<file path="src/hw/rtl/bmprle_pkg.sv">
package bmprle_pkg;

   // field widths fixed by the stream format and the register map
   localparam int BYTE_W = 8;
   localparam int NIB_W  = 4;
   localparam int POS_W  = 13;
   localparam int OUT_W  = 12;
   localparam int IDX_W  = 2;

   // nibble masks of a packed rle4 byte
   localparam logic [BYTE_W-1:0] HI_MASK = 8'hF0;
   localparam logic [BYTE_W-1:0] LO_MASK = 8'h0F;

   // escape codes that follow a zero count byte
   localparam logic [BYTE_W-1:0] ESC_EOL   = 8'd0;
   localparam logic [BYTE_W-1:0] ESC_EOB   = 8'd1;
   localparam logic [BYTE_W-1:0] ESC_DELTA = 8'd2;

   // register indexes of the csr port
   localparam logic [IDX_W-1:0] CSR_RLE4_MODE    = 2'd0;
   localparam logic [IDX_W-1:0] CSR_IMAGE_WIDTH  = 2'd1;
   localparam logic [IDX_W-1:0] CSR_IMAGE_HEIGHT = 2'd2;

   // depth of the queue between front and back
   localparam int QUEUE_DEPTH = 2;

   typedef enum logic [2:0] {
      PH_COUNT,
      PH_VALUE,
      PH_ESCAPE,
      PH_DX,
      PH_DY,
      PH_ABS,
      PH_PAD
   } bmprle_phase_type;

   // classified stream byte
   typedef struct packed {
      logic [BYTE_W-1:0] data_byte;
      logic [NIB_W-1:0]  hi_nib;
      logic [NIB_W-1:0]  lo_nib;
      logic              start_image;
      logic              is_zero;
      logic              esc_eol;
      logic              esc_eob;
      logic              esc_delta;
   } bmprle_word_type;

   // one emitted span
   typedef struct packed {
      logic [OUT_W-1:0]  row_index;
      logic [OUT_W-1:0]  column_start;
      logic [BYTE_W-1:0] pixel_count;
      logic [BYTE_W-1:0] even_pixel;
      logic [BYTE_W-1:0] odd_pixel;
      logic              image_done;
   } bmprle_span_type;

endpackage

</file>
<file path="src/hw/rtl/bmprle_if.sv">
interface bmprle_req_if;
   import bmprle_pkg::*;
   logic              valid;
   logic              ready;
   logic [BYTE_W-1:0] data_byte;
   logic              start_image;
   modport source (output valid, output data_byte, output start_image, input ready);
   modport sink (input valid, input data_byte, input start_image, output ready);
endinterface

interface bmprle_rsp_if;
   import bmprle_pkg::*;
   logic              valid;
   logic              ready;
   logic [OUT_W-1:0]  row_index;
   logic [OUT_W-1:0]  column_start;
   logic [BYTE_W-1:0] pixel_count;
   logic [BYTE_W-1:0] even_pixel;
   logic [BYTE_W-1:0] odd_pixel;
   logic              image_done;
   modport source (output valid, output row_index, output column_start,
                   output pixel_count, output even_pixel, output odd_pixel,
                   output image_done, input ready);
   modport sink (input valid, input row_index, input column_start,
                 input pixel_count, input even_pixel, input odd_pixel,
                 input image_done, output ready);
endinterface

interface bmprle_csr_if;
   import bmprle_pkg::*;
   logic             valid;
   logic             ready;
   logic [IDX_W-1:0] index;
   logic [POS_W-1:0] data;
   modport source (output valid, output index, output data, input ready);
   modport sink (input valid, input index, input data, output ready);
endinterface

</file>
<file path="src/hw/rtl/bmprle_front.sv">
module bmprle_front (
   input  logic                        clock,
   input  logic                        reset,
   bmprle_req_if.sink                  req_port,
   output logic                        word_valid,
   output bmprle_pkg::bmprle_word_type word,
   input  logic                        word_ready
);
   import bmprle_pkg::*;

   logic            stage_valid_ff;
   bmprle_word_type word_ff;
   bmprle_word_type word_in;

   // classify the incoming byte
   always_comb begin
      word_in.data_byte   = req_port.data_byte;
      word_in.hi_nib      = NIB_W'((req_port.data_byte & HI_MASK) >> NIB_W);
      word_in.lo_nib      = NIB_W'(req_port.data_byte & LO_MASK);
      word_in.start_image = req_port.start_image;
      word_in.is_zero     = (req_port.data_byte == ESC_EOL);
      word_in.esc_eol     = (req_port.data_byte == ESC_EOL);
      word_in.esc_eob     = (req_port.data_byte == ESC_EOB);
      word_in.esc_delta   = (req_port.data_byte == ESC_DELTA);
   end

   // input stage, refilled whenever it drains
   assign req_port.ready = !stage_valid_ff || word_ready;

   always_ff @(posedge clock) begin
      if (reset) begin
         stage_valid_ff <= 1'b0;
      end else if (req_port.ready) begin
         stage_valid_ff <= req_port.valid;
      end
   end

   always_ff @(posedge clock) begin
      if (req_port.valid && req_port.ready) begin
         word_ff <= word_in;
      end
   end

   assign word_valid = stage_valid_ff;
   assign word       = word_ff;

endmodule

</file>
<file path="src/hw/rtl/bmprle_fifo.sv">
module bmprle_fifo (
   input  logic                        clock,
   input  logic                        reset,
   input  logic                        push_valid,
   output logic                        push_ready,
   input  bmprle_pkg::bmprle_word_type push_word,
   output logic                        pop_valid,
   input  logic                        pop_ready,
   output bmprle_pkg::bmprle_word_type pop_word
);
   import bmprle_pkg::*;

   localparam int PTR_W = $clog2(QUEUE_DEPTH);
   localparam int CNT_W = $clog2(QUEUE_DEPTH + 1);

   bmprle_word_type   mem [QUEUE_DEPTH];
   logic [PTR_W-1:0]  wr_ptr_ff;
   logic [PTR_W-1:0]  rd_ptr_ff;
   logic [CNT_W-1:0]  count_ff;
   logic              push;
   logic              pop;

   assign push_ready = (count_ff != CNT_W'(QUEUE_DEPTH));
   assign pop_valid  = (count_ff != '0);
   assign push       = push_valid && push_ready;
   assign pop        = pop_valid && pop_ready;
   assign pop_word   = mem[rd_ptr_ff];

   // storage
   always_ff @(posedge clock) begin
      if (push) begin
         mem[wr_ptr_ff] <= push_word;
      end
   end

   // pointers and fill count
   always_ff @(posedge clock) begin
      if (reset) begin
         wr_ptr_ff <= '0;
         rd_ptr_ff <= '0;
         count_ff  <= '0;
      end else begin
         if (push) begin
            wr_ptr_ff <= (wr_ptr_ff == PTR_W'(QUEUE_DEPTH - 1)) ? '0 : wr_ptr_ff + 1'b1;
         end
         if (pop) begin
            rd_ptr_ff <= (rd_ptr_ff == PTR_W'(QUEUE_DEPTH - 1)) ? '0 : rd_ptr_ff + 1'b1;
         end
         if (push && !pop) begin
            count_ff <= count_ff + 1'b1;
         end else if (pop && !push) begin
            count_ff <= count_ff - 1'b1;
         end
      end
   end

   a_count_bound: assert property (@(posedge clock) disable iff (reset)
      count_ff <= CNT_W'(QUEUE_DEPTH))
      else $error("queue count above depth");

   a_pointer_gap: assert property (@(posedge clock) disable iff (reset)
      (count_ff == '0) || (count_ff == CNT_W'(QUEUE_DEPTH)) |-> wr_ptr_ff == rd_ptr_ff)
      else $error("queue pointers disagree with count");

endmodule

</file>
<file path="src/hw/rtl/bmprle_back.sv">
module bmprle_back #(
   parameter int MAX_WIDTH  = 4096,
   parameter int MAX_HEIGHT = 4096
) (
   input  logic                        clock,
   input  logic                        reset,
   input  logic                        word_valid,
   input  bmprle_pkg::bmprle_word_type word,
   output logic                        word_ready,
   bmprle_csr_if.sink                  csr_port,
   bmprle_rsp_if.source                rsp_port
);
   import bmprle_pkg::*;

   localparam int POS_MAX = (1 << POS_W) - 1;
   localparam int WCAP    = (MAX_WIDTH > POS_MAX) ? POS_MAX : MAX_WIDTH;
   localparam int HCAP    = (MAX_HEIGHT > POS_MAX) ? POS_MAX : MAX_HEIGHT;

   // configuration
   logic              rle4_ff;
   logic [POS_W-1:0]  width_ff;
   logic [POS_W-1:0]  height_ff;

   // parse state
   bmprle_phase_type  phase_ff, phase_in, cur_phase;
   logic [BYTE_W-1:0] run_ff, run_in, cur_run;
   logic [BYTE_W-1:0] left_ff, left_in, cur_left;
   logic              pad_ff, pad_in, cur_pad;
   logic [POS_W-1:0]  col_ff, col_in, cur_col;
   logic [POS_W-1:0]  row_ff, row_in, cur_row;
   logic [BYTE_W-1:0] dcol_ff, dcol_in, cur_dcol;
   logic              fin_ff, fin_in, cur_fin;

   // result register
   logic              rsp_valid_ff;
   bmprle_span_type   rsp_ff;
   bmprle_span_type   span_in;

   logic              slot_free;
   logic              take;
   logic              emit;
   logic              marker;
   logic              csr_height_wr;
   logic [POS_W-1:0]  eff_w;
   logic [BYTE_W-1:0] span_n;
   logic [BYTE_W-1:0] span_ev;
   logic [BYTE_W-1:0] span_od;
   logic [BYTE_W-1:0] span_cnt;
   logic [POS_W-1:0]  room;
   logic [POS_W:0]    adv_sum;
   logic [POS_W-1:0]  adv_col;
   logic [POS_W:0]    dlt_sum;
   logic [POS_W-1:0]  dlt_col;
   logic [BYTE_W:0]   half_bytes;

   function automatic logic [POS_W-1:0] first_row(input logic [POS_W-1:0] h);
      logic [POS_W-1:0] hc;
      hc = (h > POS_W'(HCAP)) ? POS_W'(HCAP) : h;
      return (hc == '0) ? '0 : hc - 1'b1;
   endfunction

   assign eff_w      = (width_ff > POS_W'(WCAP)) ? POS_W'(WCAP) : width_ff;
   assign slot_free  = !rsp_valid_ff || rsp_port.ready;
   assign word_ready = slot_free;
   assign take       = word_valid && slot_free;

   // height write reloads the row position
   assign csr_height_wr = csr_port.valid && csr_port.ready &&
                          (csr_port.index == CSR_IMAGE_HEIGHT);

   // state as seen by this byte, after an optional restart
   always_comb begin
      if (word.start_image) begin
         cur_phase = PH_COUNT;
         cur_run   = '0;
         cur_left  = '0;
         cur_pad   = 1'b0;
         cur_col   = '0;
         cur_row   = first_row(height_ff);
         cur_dcol  = '0;
         cur_fin   = 1'b0;
      end else begin
         cur_phase = phase_ff;
         cur_run   = run_ff;
         cur_left  = left_ff;
         cur_pad   = pad_ff;
         cur_col   = col_ff;
         cur_row   = row_ff;
         cur_dcol  = dcol_ff;
         cur_fin   = fin_ff;
      end
   end

   // span length and pixel values
   always_comb begin
      if (cur_phase == PH_VALUE) begin
         span_n = cur_run;
      end else if (rle4_ff) begin
         span_n = (cur_left < BYTE_W'(2)) ? cur_left : BYTE_W'(2);
      end else begin
         span_n = BYTE_W'(1);
      end
      if (rle4_ff) begin
         span_ev = BYTE_W'(word.hi_nib);
         span_od = BYTE_W'(word.lo_nib);
      end else begin
         span_ev = word.data_byte;
         span_od = word.data_byte;
      end
   end

   // clipping and column advance
   always_comb begin
      room     = (cur_col < eff_w) ? eff_w - cur_col : '0;
      span_cnt = ((POS_W)'(span_n) < room) ? span_n : room[BYTE_W-1:0];
      adv_sum  = (POS_W+1)'(cur_col) + (POS_W+1)'(span_n);
      adv_col  = (adv_sum > (POS_W+1)'(eff_w)) ? eff_w : adv_sum[POS_W-1:0];
      dlt_sum  = (POS_W+1)'(cur_col) + (POS_W+1)'(cur_dcol);
      dlt_col  = (dlt_sum > (POS_W+1)'(eff_w)) ? eff_w : dlt_sum[POS_W-1:0];
      half_bytes = ((BYTE_W+1)'(word.data_byte) + 1'b1) >> 1;
   end

   // parse step
   always_comb begin
      phase_in = cur_phase;
      run_in   = cur_run;
      left_in  = cur_left;
      pad_in   = cur_pad;
      col_in   = cur_col;
      row_in   = cur_row;
      dcol_in  = cur_dcol;
      fin_in   = cur_fin;
      emit     = 1'b0;
      marker   = 1'b0;
      if (!cur_fin) begin
         unique case (cur_phase)
            PH_COUNT: begin
               if (!word.is_zero) begin
                  run_in   = word.data_byte;
                  phase_in = PH_VALUE;
               end else begin
                  phase_in = PH_ESCAPE;
               end
            end
            PH_VALUE: begin
               phase_in = PH_COUNT;
               emit     = (span_cnt != '0);
               col_in   = adv_col;
               run_in   = '0;
            end
            PH_ESCAPE: begin
               phase_in = PH_COUNT;
               if (word.esc_eol) begin
                  col_in = '0;
                  if (cur_row == '0) begin
                     marker = 1'b1;
                  end else begin
                     row_in = cur_row - 1'b1;
                  end
               end else if (word.esc_eob) begin
                  marker = 1'b1;
               end else if (word.esc_delta) begin
                  phase_in = PH_DX;
               end else begin
                  left_in  = word.data_byte;
                  pad_in   = rle4_ff ? half_bytes[0] : word.data_byte[0];
                  phase_in = PH_ABS;
               end
            end
            PH_DX: begin
               dcol_in  = word.data_byte;
               phase_in = PH_DY;
            end
            PH_DY: begin
               phase_in = PH_COUNT;
               col_in   = dlt_col;
               dcol_in  = '0;
               if (POS_W'(word.data_byte) > cur_row) begin
                  row_in = '0;
                  marker = 1'b1;
               end else begin
                  row_in = cur_row - POS_W'(word.data_byte);
               end
            end
            PH_ABS: begin
               emit    = (span_cnt != '0);
               col_in  = adv_col;
               left_in = cur_left - span_n;
               if (cur_left == span_n) begin
                  phase_in = cur_pad ? PH_PAD : PH_COUNT;
                  pad_in   = 1'b0;
               end
            end
            PH_PAD: begin
               phase_in = PH_COUNT;
            end
            default: begin
               phase_in = PH_COUNT;
            end
         endcase
      end
      if (marker) begin
         fin_in   = 1'b1;
         phase_in = PH_COUNT;
         emit     = 1'b1;
      end
      span_in.row_index    = row_in[OUT_W-1:0];
      span_in.column_start = marker ? col_in[OUT_W-1:0] : cur_col[OUT_W-1:0];
      span_in.pixel_count  = marker ? '0 : span_cnt;
      span_in.even_pixel   = marker ? '0 : span_ev;
      span_in.odd_pixel    = marker ? '0 : span_od;
      span_in.image_done   = marker;
   end

   // state and configuration registers
   always_ff @(posedge clock) begin
      if (reset) begin
         rle4_ff   <= 1'b0;
         width_ff  <= POS_W'(1);
         height_ff <= POS_W'(1);
         phase_ff  <= PH_COUNT;
         run_ff    <= '0;
         left_ff   <= '0;
         pad_ff    <= 1'b0;
         col_ff    <= '0;
         row_ff    <= first_row(POS_W'(1));
         dcol_ff   <= '0;
         fin_ff    <= 1'b0;
      end else begin
         if (take) begin
            phase_ff <= phase_in;
            run_ff   <= run_in;
            left_ff  <= left_in;
            pad_ff   <= pad_in;
            col_ff   <= col_in;
            dcol_ff  <= dcol_in;
            fin_ff   <= fin_in;
         end
         if (csr_height_wr) begin
            row_ff <= first_row(csr_port.data);
         end else if (take) begin
            row_ff <= row_in;
         end
         if (csr_port.valid && csr_port.ready) begin
            case (csr_port.index)
               CSR_RLE4_MODE: begin
                  rle4_ff <= csr_port.data[0];
               end
               CSR_IMAGE_WIDTH: begin
                  width_ff <= csr_port.data;
               end
               CSR_IMAGE_HEIGHT: begin
                  height_ff <= csr_port.data;
               end
               default: begin
               end
            endcase
         end
      end
   end

   assign csr_port.ready = 1'b1;

   // result register
   always_ff @(posedge clock) begin
      if (reset) begin
         rsp_valid_ff <= 1'b0;
      end else if (slot_free) begin
         rsp_valid_ff <= take && emit;
      end
   end

   always_ff @(posedge clock) begin
      if (take && emit) begin
         rsp_ff <= span_in;
      end
   end

   assign rsp_port.valid        = rsp_valid_ff;
   assign rsp_port.row_index    = rsp_ff.row_index;
   assign rsp_port.column_start = rsp_ff.column_start;
   assign rsp_port.pixel_count  = rsp_ff.pixel_count;
   assign rsp_port.even_pixel   = rsp_ff.even_pixel;
   assign rsp_port.odd_pixel    = rsp_ff.odd_pixel;
   assign rsp_port.image_done   = rsp_ff.image_done;

   a_span_or_done: assert property (@(posedge clock) disable iff (reset)
      rsp_valid_ff |-> ((rsp_ff.pixel_count != '0) != rsp_ff.image_done))
      else $error("span word with bad count or done flag");

   a_fin_phase: assert property (@(posedge clock) disable iff (reset)
      fin_ff |-> phase_ff == PH_COUNT)
      else $error("finished decoder left in a mid-code phase");

   a_abs_left: assert property (@(posedge clock) disable iff (reset)
      phase_ff == PH_ABS |-> left_ff != '0)
      else $error("absolute run with nothing left");

   a_done_held: assert property (@(posedge clock) disable iff (reset)
      rsp_valid_ff && rsp_ff.image_done |-> fin_ff)
      else $error("end marker pending while decoder not finished");

endmodule

</file>
<file path="src/hw/rtl/bmp_rle_decoder_unit.sv">
// path: req -> front input stage -> queue -> result register -> rsp
// throughput: one compressed byte per cycle if rsp is ready; back-end parse and
//   position update are combinational; a two-word queue decouples intake from it
// reset (synchronous): parse state to count byte at row 0 column 0, rle8 mode,
//   image width 1 and height 1; queue and result register emptied
module bmp_rle_decoder_unit #(
   parameter int MAX_WIDTH  = 4096,
   parameter int MAX_HEIGHT = 4096
) (
   input  logic         clock,
   input  logic         reset,
   bmprle_req_if.sink   req_port,
   bmprle_rsp_if.source rsp_port,
   bmprle_csr_if.sink   csr_port
);
   import bmprle_pkg::*;

   logic            front_valid;
   logic            front_ready;
   bmprle_word_type front_word;
   logic            back_valid;
   logic            back_ready;
   bmprle_word_type back_word;

   // intake and byte classification
   bmprle_front u_front (
      .clock      (clock),
      .reset      (reset),
      .req_port   (req_port),
      .word_valid (front_valid),
      .word       (front_word),
      .word_ready (front_ready)
   );

   // short queue between front and back
   bmprle_fifo u_fifo (
      .clock      (clock),
      .reset      (reset),
      .push_valid (front_valid),
      .push_ready (front_ready),
      .push_word  (front_word),
      .pop_valid  (back_valid),
      .pop_ready  (back_ready),
      .pop_word   (back_word)
   );

   // parser, position tracking and span output
   bmprle_back #(
      .MAX_WIDTH  (MAX_WIDTH),
      .MAX_HEIGHT (MAX_HEIGHT)
   ) u_back (
      .clock      (clock),
      .reset      (reset),
      .word_valid (back_valid),
      .word       (back_word),
      .word_ready (back_ready),
      .csr_port   (csr_port),
      .rsp_port   (rsp_port)
   );

endmodule

</file>
<file path="src/flat_wrapper.sv">
// flat-port wrapper written by rule: the top's interface ports become plain ports
module bmp_rle_decoder_unit_flat import bmprle_pkg::*;
#(
   parameter int MAX_WIDTH  = 4096,
   parameter int MAX_HEIGHT = 4096
)
  (clock, reset, req_port_valid, req_port_data_byte, req_port_start_image, req_port_ready, rsp_port_valid, rsp_port_row_index, rsp_port_column_start, rsp_port_pixel_count, rsp_port_even_pixel, rsp_port_odd_pixel, rsp_port_image_done, rsp_port_ready, csr_port_valid, csr_port_index, csr_port_data, csr_port_ready);
  bmprle_req_if req_port_i ();
  bmprle_rsp_if rsp_port_i ();
  bmprle_csr_if csr_port_i ();
  input  logic clock;
  input  logic reset;
  input wire logic [$bits(req_port_i.valid)-1:0] req_port_valid;
  input wire logic [$bits(req_port_i.data_byte)-1:0] req_port_data_byte;
  input wire logic [$bits(req_port_i.start_image)-1:0] req_port_start_image;
  output wire logic [$bits(req_port_i.ready)-1:0] req_port_ready;
  output wire logic [$bits(rsp_port_i.valid)-1:0] rsp_port_valid;
  output wire logic [$bits(rsp_port_i.row_index)-1:0] rsp_port_row_index;
  output wire logic [$bits(rsp_port_i.column_start)-1:0] rsp_port_column_start;
  output wire logic [$bits(rsp_port_i.pixel_count)-1:0] rsp_port_pixel_count;
  output wire logic [$bits(rsp_port_i.even_pixel)-1:0] rsp_port_even_pixel;
  output wire logic [$bits(rsp_port_i.odd_pixel)-1:0] rsp_port_odd_pixel;
  output wire logic [$bits(rsp_port_i.image_done)-1:0] rsp_port_image_done;
  input wire logic [$bits(rsp_port_i.ready)-1:0] rsp_port_ready;
  input wire logic [$bits(csr_port_i.valid)-1:0] csr_port_valid;
  input wire logic [$bits(csr_port_i.index)-1:0] csr_port_index;
  input wire logic [$bits(csr_port_i.data)-1:0] csr_port_data;
  output wire logic [$bits(csr_port_i.ready)-1:0] csr_port_ready;
  assign req_port_i.valid = req_port_valid;
  assign req_port_i.data_byte = req_port_data_byte;
  assign req_port_i.start_image = req_port_start_image;
  assign req_port_ready = req_port_i.ready;
  assign rsp_port_valid = rsp_port_i.valid;
  assign rsp_port_row_index = rsp_port_i.row_index;
  assign rsp_port_column_start = rsp_port_i.column_start;
  assign rsp_port_pixel_count = rsp_port_i.pixel_count;
  assign rsp_port_even_pixel = rsp_port_i.even_pixel;
  assign rsp_port_odd_pixel = rsp_port_i.odd_pixel;
  assign rsp_port_image_done = rsp_port_i.image_done;
  assign rsp_port_i.ready = rsp_port_ready;
  assign csr_port_i.valid = csr_port_valid;
  assign csr_port_i.index = csr_port_index;
  assign csr_port_i.data = csr_port_data;
  assign csr_port_ready = csr_port_i.ready;
  bmp_rle_decoder_unit #(.MAX_WIDTH(MAX_WIDTH), .MAX_HEIGHT(MAX_HEIGHT)) u_core (.clock(clock), .reset(reset), .req_port(req_port_i), .rsp_port(rsp_port_i), .csr_port(csr_port_i));
endmodule
</file>
<file path="config.mk">
export PLATFORM = sky130hd
export DESIGN_NAME = bmp_rle_decoder_unit_flat
export DESIGN_NICKNAME = d
export VERILOG_FILES = /design/src/hw/rtl/bmprle_pkg.sv /design/src/hw/rtl/bmprle_if.sv /design/src/hw/rtl/bmprle_front.sv /design/src/hw/rtl/bmprle_fifo.sv /design/src/hw/rtl/bmprle_back.sv /design/src/hw/rtl/bmp_rle_decoder_unit.sv /design/src/flat_wrapper.sv
export SDC_FILE = /design/constraint.sdc
export NUM_CORES = 1
export LEC_CHECK = 0
export ABC_AREA = 0
export BUFFER_PORTS_ARGS = -buffer_cell sky130_fd_sc_hd__buf_2
export CAP_MARGIN = 20
export CELL_PAD_IN_SITES_DETAIL_PLACEMENT = 0
export CELL_PAD_IN_SITES_GLOBAL_PLACEMENT = 2
export CORE_MARGIN = 4
export CORE_UTILIZATION = 38
export CTS_CLUSTER_DIAMETER = 80
export DETAILED_ROUTE_END_ITERATION = 8
export PLACE_DENSITY_LB_ADDON = 0.1
export SYNTH_ARGS = -nofsm -noshare
export SYNTH_HDL_FRONTEND = slang
export SYNTH_SLANG_ARGS = --single-unit
</file>
<file path="constraint.sdc">
create_clock -name clock -period 9.8 [get_ports clock]
set_input_delay 0.98 -clock clock [delete_from_list [all_inputs] [get_ports clock]]
set_output_delay 0.98 -clock clock [all_outputs]
set_load 0.005 [all_outputs]
</file>
# Word-level counts from Yosys, hierarchy flattened

Memories as Yosys holds them, arrays and structs flattened. A register that Yosys moved wholly into a read port is not among the register bits.
Index checks and enable logic that the tools add are counted.

$add $sub $neg: 13
$lt $le $gt $ge: 9
Equality and inequality tests: 11
Mux-type cells: 77
Reductions and logical operators: 28

Operator list:

| operator              | number |
|---|---|
| $mux 13               | 18 |
| $mux 8                | 14 |
| $pmux 8 s2            | 3 |
| $gt 13x13->1 const B  | 3 |
| $logic_not 13->1      | 3 |
| $pmux 13 s3           | 1 |
| $sub 13x1->13 const B | 3 |
| $add 13x8->14         | 2 |
| $gt 14x13->1          | 2 |
| $pmux 13 s2           | 1 |
| $mux 3                | 8 |
| $mux 1                | 23 |
| $gt 8x13->1           | 1 |
| $lt 13x13->1          | 1 |
| $lt 8x13->1           | 1 |
| $sub 13x13->13        | 1 |
| $sub 13x8->13         | 1 |
| $mux 12               | 1 |
| $pmux 3 s4            | 1 |
| $eq 8x1->1 const B    | 1 |
| $eq 8x2->1 const B    | 1 |
| $eq 8x8->1            | 1 |
| $logic_not 8->1       | 1 |
| $lt 8x2->1 const B    | 1 |
| other kinds (22)      | 45 |

Bits in registers: 153
Memory bits (writable): 42
Input port bits: 29
Output and inout port bits: 52
Logic and storage cells: 169
Memories kept: 1

Memory list:

| memory            | depth | width | rd ports | clocked after Yosys merged registers in | write ports | RTL line          | text |
|---|---|---|---|---|---|---|---|
| u_core.u_fifo.mem | 2     | 21    | 1        | 1                                       | 1           | bmprle_fifo.sv:16 | `bmprle_word_type mem [QUEUE_DEPTH];` |

# Depth between registers and ports, before layout

Depth in word-level cells: 12
Gate-level depth with buffers: 29
Mapped depth without buffers: 23

# Modules after synthesis

Synthesis repeated with hierarchy kept, for this count alone.

Cells, all modules: 1524
Area total of the unflattened synthesis: 13176.4 sq um

By module, submodules not included:

| module       | instances | cells each | area each (sq um) | sequential area each (sq um) |
|---|---|---|---|---|
| bmprle_back  | 1         | 1403       | 10928.0           | 3012.9 |
| bmprle_fifo  | 1         | 89         | 1730.4            | 1361.3 |
| bmprle_front | 1         | 32         | 518.0             | 380.4 |

# Least setup slack after synthesis

OpenSTA, ideal clock, no wires.

Kind: reg-to-reg
From: register with a tool-made name
To: register u_core.u_back.rsp_ff, in the netlist u_core.u_back.rsp_port.column_start[0], enable pin
Setup time: 0.463 ns
Arrival: 7.391 ns
Data required time: 9.337 ns
Setup slack: 1.946 ns
Cell stages (with the launch flop): 25
Buffers on the path: 6
Period minus slack after synthesis: 7.854 ns
Cell sequence: dfxtp_1 buf_4 mux2i_2 buf_2 clkbuf_1 clkbuf_1 buf_2 buf_1 nand2_1 ha_1 nand3_1 o21bai_1 a2111oi_0 a311oi_1 or3_1 ha_1 a21oi_1 nand2b_1 o22ai_1 o221ai_1 a21oi_1 o31a_1 a2111o_1 o31a_1 a21oi_1

RTL lines:

| what                 | RTL line           | text |
|---|---|---|
| end signal, assigned | bmprle_back.sv:275 | `rsp_ff <= span_in;` |
| end, declared        | bmprle_back.sv:36  | `bmprle_span_type rsp_ff;` |

==> metrics.md <==
| Metric | Value |
|---|---|
| ANT nets after route | 0 |
| Via density | 5.89 |
| Maximum number of pins on one net before global-route repair | just under 80 |
| Crit path DAT | between 7000 and 8000 ps |
| Slowest CP cell | dfxtp_1 |
| H-tree Lvls | 4 |
| Clk_lat worst skew | roughly 460 ps |
| Port bufs | 79 |
| Initial antenna violation count | 0 |
| DRC Markers | 0 |
| Sum Neg Setup Slack | 0 ps |
| Worst slew margin | 0.241 |
| YS warnings | 0 |
| VDD IR-drop max | about 0.22 mV |
| Ant. Diodes | 0 |
| WP data required | ~9900 ps |
| Max cap viols | 0 |
| Routed vias | 11,200 |
| CTS tree | yes |
| Post_cts resized | 0 |
| Hold Crit Start | u_core.u_front.word[15]$_DFFE_PP_ |
| CP startpoint kind | flip-flop |
| Hold Buf Count CTS | 0 |
| Clock transition at path regs | 80 ps |
| Critical path class | reg2reg |
| Gr usage total | 0.246 |
| First-pass GRT wire length | roughly 66,000 microns |
| Most common cell after layout, fill and taps aside | nand2_1 |
| CP dominant cell by count | a21oi_1 |
| CP max FO | 55 |
| Clock buffer depth | 2 |
| PD cells | about 240 nW/um^2 |
| Vias in the first global route | about 11,000 |
| Period minus WS final | about 7400 ps |
| Postcts setup bufs | 0 |
| Layout Skew | 17.3 ps |
| DR iter-0 viols | between 800 and 900 |
| Cells after Synth | ~1,400 |
| Post-synth EDFFs | 81 |
| Drt total wl | around 44,000 microns |
| HP Class | reg2reg |
| Die Y | 187 microns |
| Cell Chain, Critical Path | mux2i_4, buf_4, nand2_1, ha_1, a21o_1, a21oi_1, o21ai_0, a311oi_1, or3_1, ha_1, a21oi_1, nand2_1, o31ai_1, o221ai_1, a21oi_1, o31a_1, a21oi_1, o31a_1, a21oi_4, buf_4 |
| Most frequent cells in the layout | nand2_1 (168), nor2_1 (133), a21oi_1 (106), dfxtp_1 (89), edfxtp_1 (81) |
| Nets | 1,593 |
| Leakage | around 5.4 nW |
| Detailed Place HPWL | ~33,000 microns |
| Synth Flop Type | dfxtp_1 |
| Clock Sinks | 170 |
| Run status | complete, no violations |
| Syn avg cell area | approximately 8.5 sq um |
| Grt ovf | 0 |
| Die area | ~35,000 sq um |
| Async set or reset register ratio after synthesis | 0 |
| Overall Power | 3.27 mW |
| Fill cells | approximately 3,300 |
| Initial DRT Pass Iterations | 5 |
| Unique masters post-synth | 103 |
| Root Buffer | clkbuf_16 |
| Tightest Pin Transition | roughly 1100 ps |
| Number of placed I/O pins | 81 |
| Rows | 65 |
| Die X | about 190 microns |
| CP max stage delay | around 800 ps |
| Gpl congestion | about 0.94 |
| Share of cells above drive strength 1 | 0.123 |
| WHS | ~450 ps |
| Mapped Nets | around 1,600 |
| CP Capture Type | flip-flop |
| Hold Fails Final Rpt | 0 |
| Sequential area share after synthesis | 0.344 |
| RSZ-0062 raised after global routing | false |
| FMAX | 136 MHz |
| Final worst-path cycle share | 0.752 |
| Layout area overhead | 10.8% |
| Starting Density | 0.387 |
| Pins Over Slew Limit | 0 |
| Synthesized area | roughly 12,000 sq um |
| Total CTS buffers | 17 |
| Seq cells post-synth | 170 |
| Finished Core Util | 0.429 |
| Final setup viols | 0 |
| Core outline area | around 32,000 sq um |
| Detail-routed net length per standard cell | between 20 and 25 microns |
cell usage after synthesis, types with 28 or more instances:
library cell,n,share of area
nand2_1,168,0.052
nor2_1,133,0.041
a21oi_1,107,0.044
dfxtp_1,89,0.15
edfxtp_1,81,0.20
ha_1,78,0.080
o21ai_0,75,0.031
inv_1,68,0.021
clkbuf_1,36,0.011
nand3_1,34,0.014
a22oi_1,31,0.019
xnor2_1,31,0.022
a211oi_1,28,0.017
power by group:
part,internal (mW),switching [mW]
logic,0.560,1.03
clock network,0.375,0.362
registers,0.859,0.0827
total,1.79,1.48
registers in the layout, summed over array words and instances, names as in the netlist, 3 cells and up, named ones only:
register,cells
u_core.u_back.rsp_port.column_start,12
u_core.u_back.col_ff,13
u_core.u_back.run_ff,8
u_core.u_back.width_ff,13
u_core.u_back.phase_ff,3
u_core.u_fifo.mem,24
u_core.u_back.rsp_port.odd_pixel,4
u_core.u_back.left_ff,8
u_core.u_back.rsp_port.even_pixel,8
u_core.u_back.rsp_port.pixel_count,8
u_core.u_back.height_ff,13
u_core.u_back.dcol_ff,8
u_core.u_back.rsp_port.row_index,12
u_core.u_back.row_ff,13
u_core.u_front.word,12
path summary, 6_finish.rpt:
path	end	slack (ps)	cells after the start
hold / removal	u_core.u_fifo.mem[1][15]$_DFFE_PP_	450	0
setup reg to reg	u_core.u_back.rsp_port.even_pixel[1]$_SDFFCE_PP0P_	2430	20
hold reg to reg	u_core.u_fifo.mem[1][15]$_DFFE_PP_	450	0
setup / recovery	u_core.u_back.rsp_port.even_pixel[1]$_SDFFCE_PP0P_	2430	20
worst max-delay path, delay by kind of cell (launching register included):
family          cells  cell delay [ps]
buf+inv             2             1040
simple gates        3              580
fa+ha+maj           2              670
flops               1              790
compound gates     12             3560
mux                 1              330
logic make-up after synthesis:
group,count (synthesis),synth area share
adders and majority gates,83,0.0879
other,1,0.000306
DFF,170,0.344
muxes,40,0.0348
xor gates and xnor gates,51,0.0365
and+or+nand+nor,527,0.212
buffers and inverters,141,0.0490
AOI/OAI and AO/OA,426,0.236
layer usage:
layer / share of wire / routed length [microns] / track usage / vias to the layer above
met5: 0 / 0 / 0 / -
met4: 0.019 / 839 / 0.0630 / 0
met3: 0.049 / 2160 / 0.0427 / 43
met2: 0.48 / 20900 / 0.408 / 301
met1: 0.46 / 20100 / 0.335 / 5420
li1: - / - / - / 5404
final cells by class:
class | instances | area (sq um) | area share
Inverter | 70 | 264 | 0.0195
Timing Repair Buffer | 94 | 505 | 0.0373
Tap cell | 402 | 503 | 0.0371
Multi-Input combinational cell | 1128 | 7450 | 0.549
Sequential cell | 170 | 4210 | 0.311
Clock buffer | 17 | 425 | 0.0314
Clock inverter | 15 | 203 | 0.0149
metrics by stage:
step | cells | worst slack [ps] | instance area, sq um
global placement | 1863 | 2660 | 12900
finish | 1896 | 2430 | 13600
global route | 1896 | 1940 | 13600
detailed placement | 1863 | 2490 | 12900
CTS | 1895 | 2460 | 13600
floorplan | 1439 | 1950 | 12200
No activity file was read; power rests on OpenSTA's default activity.
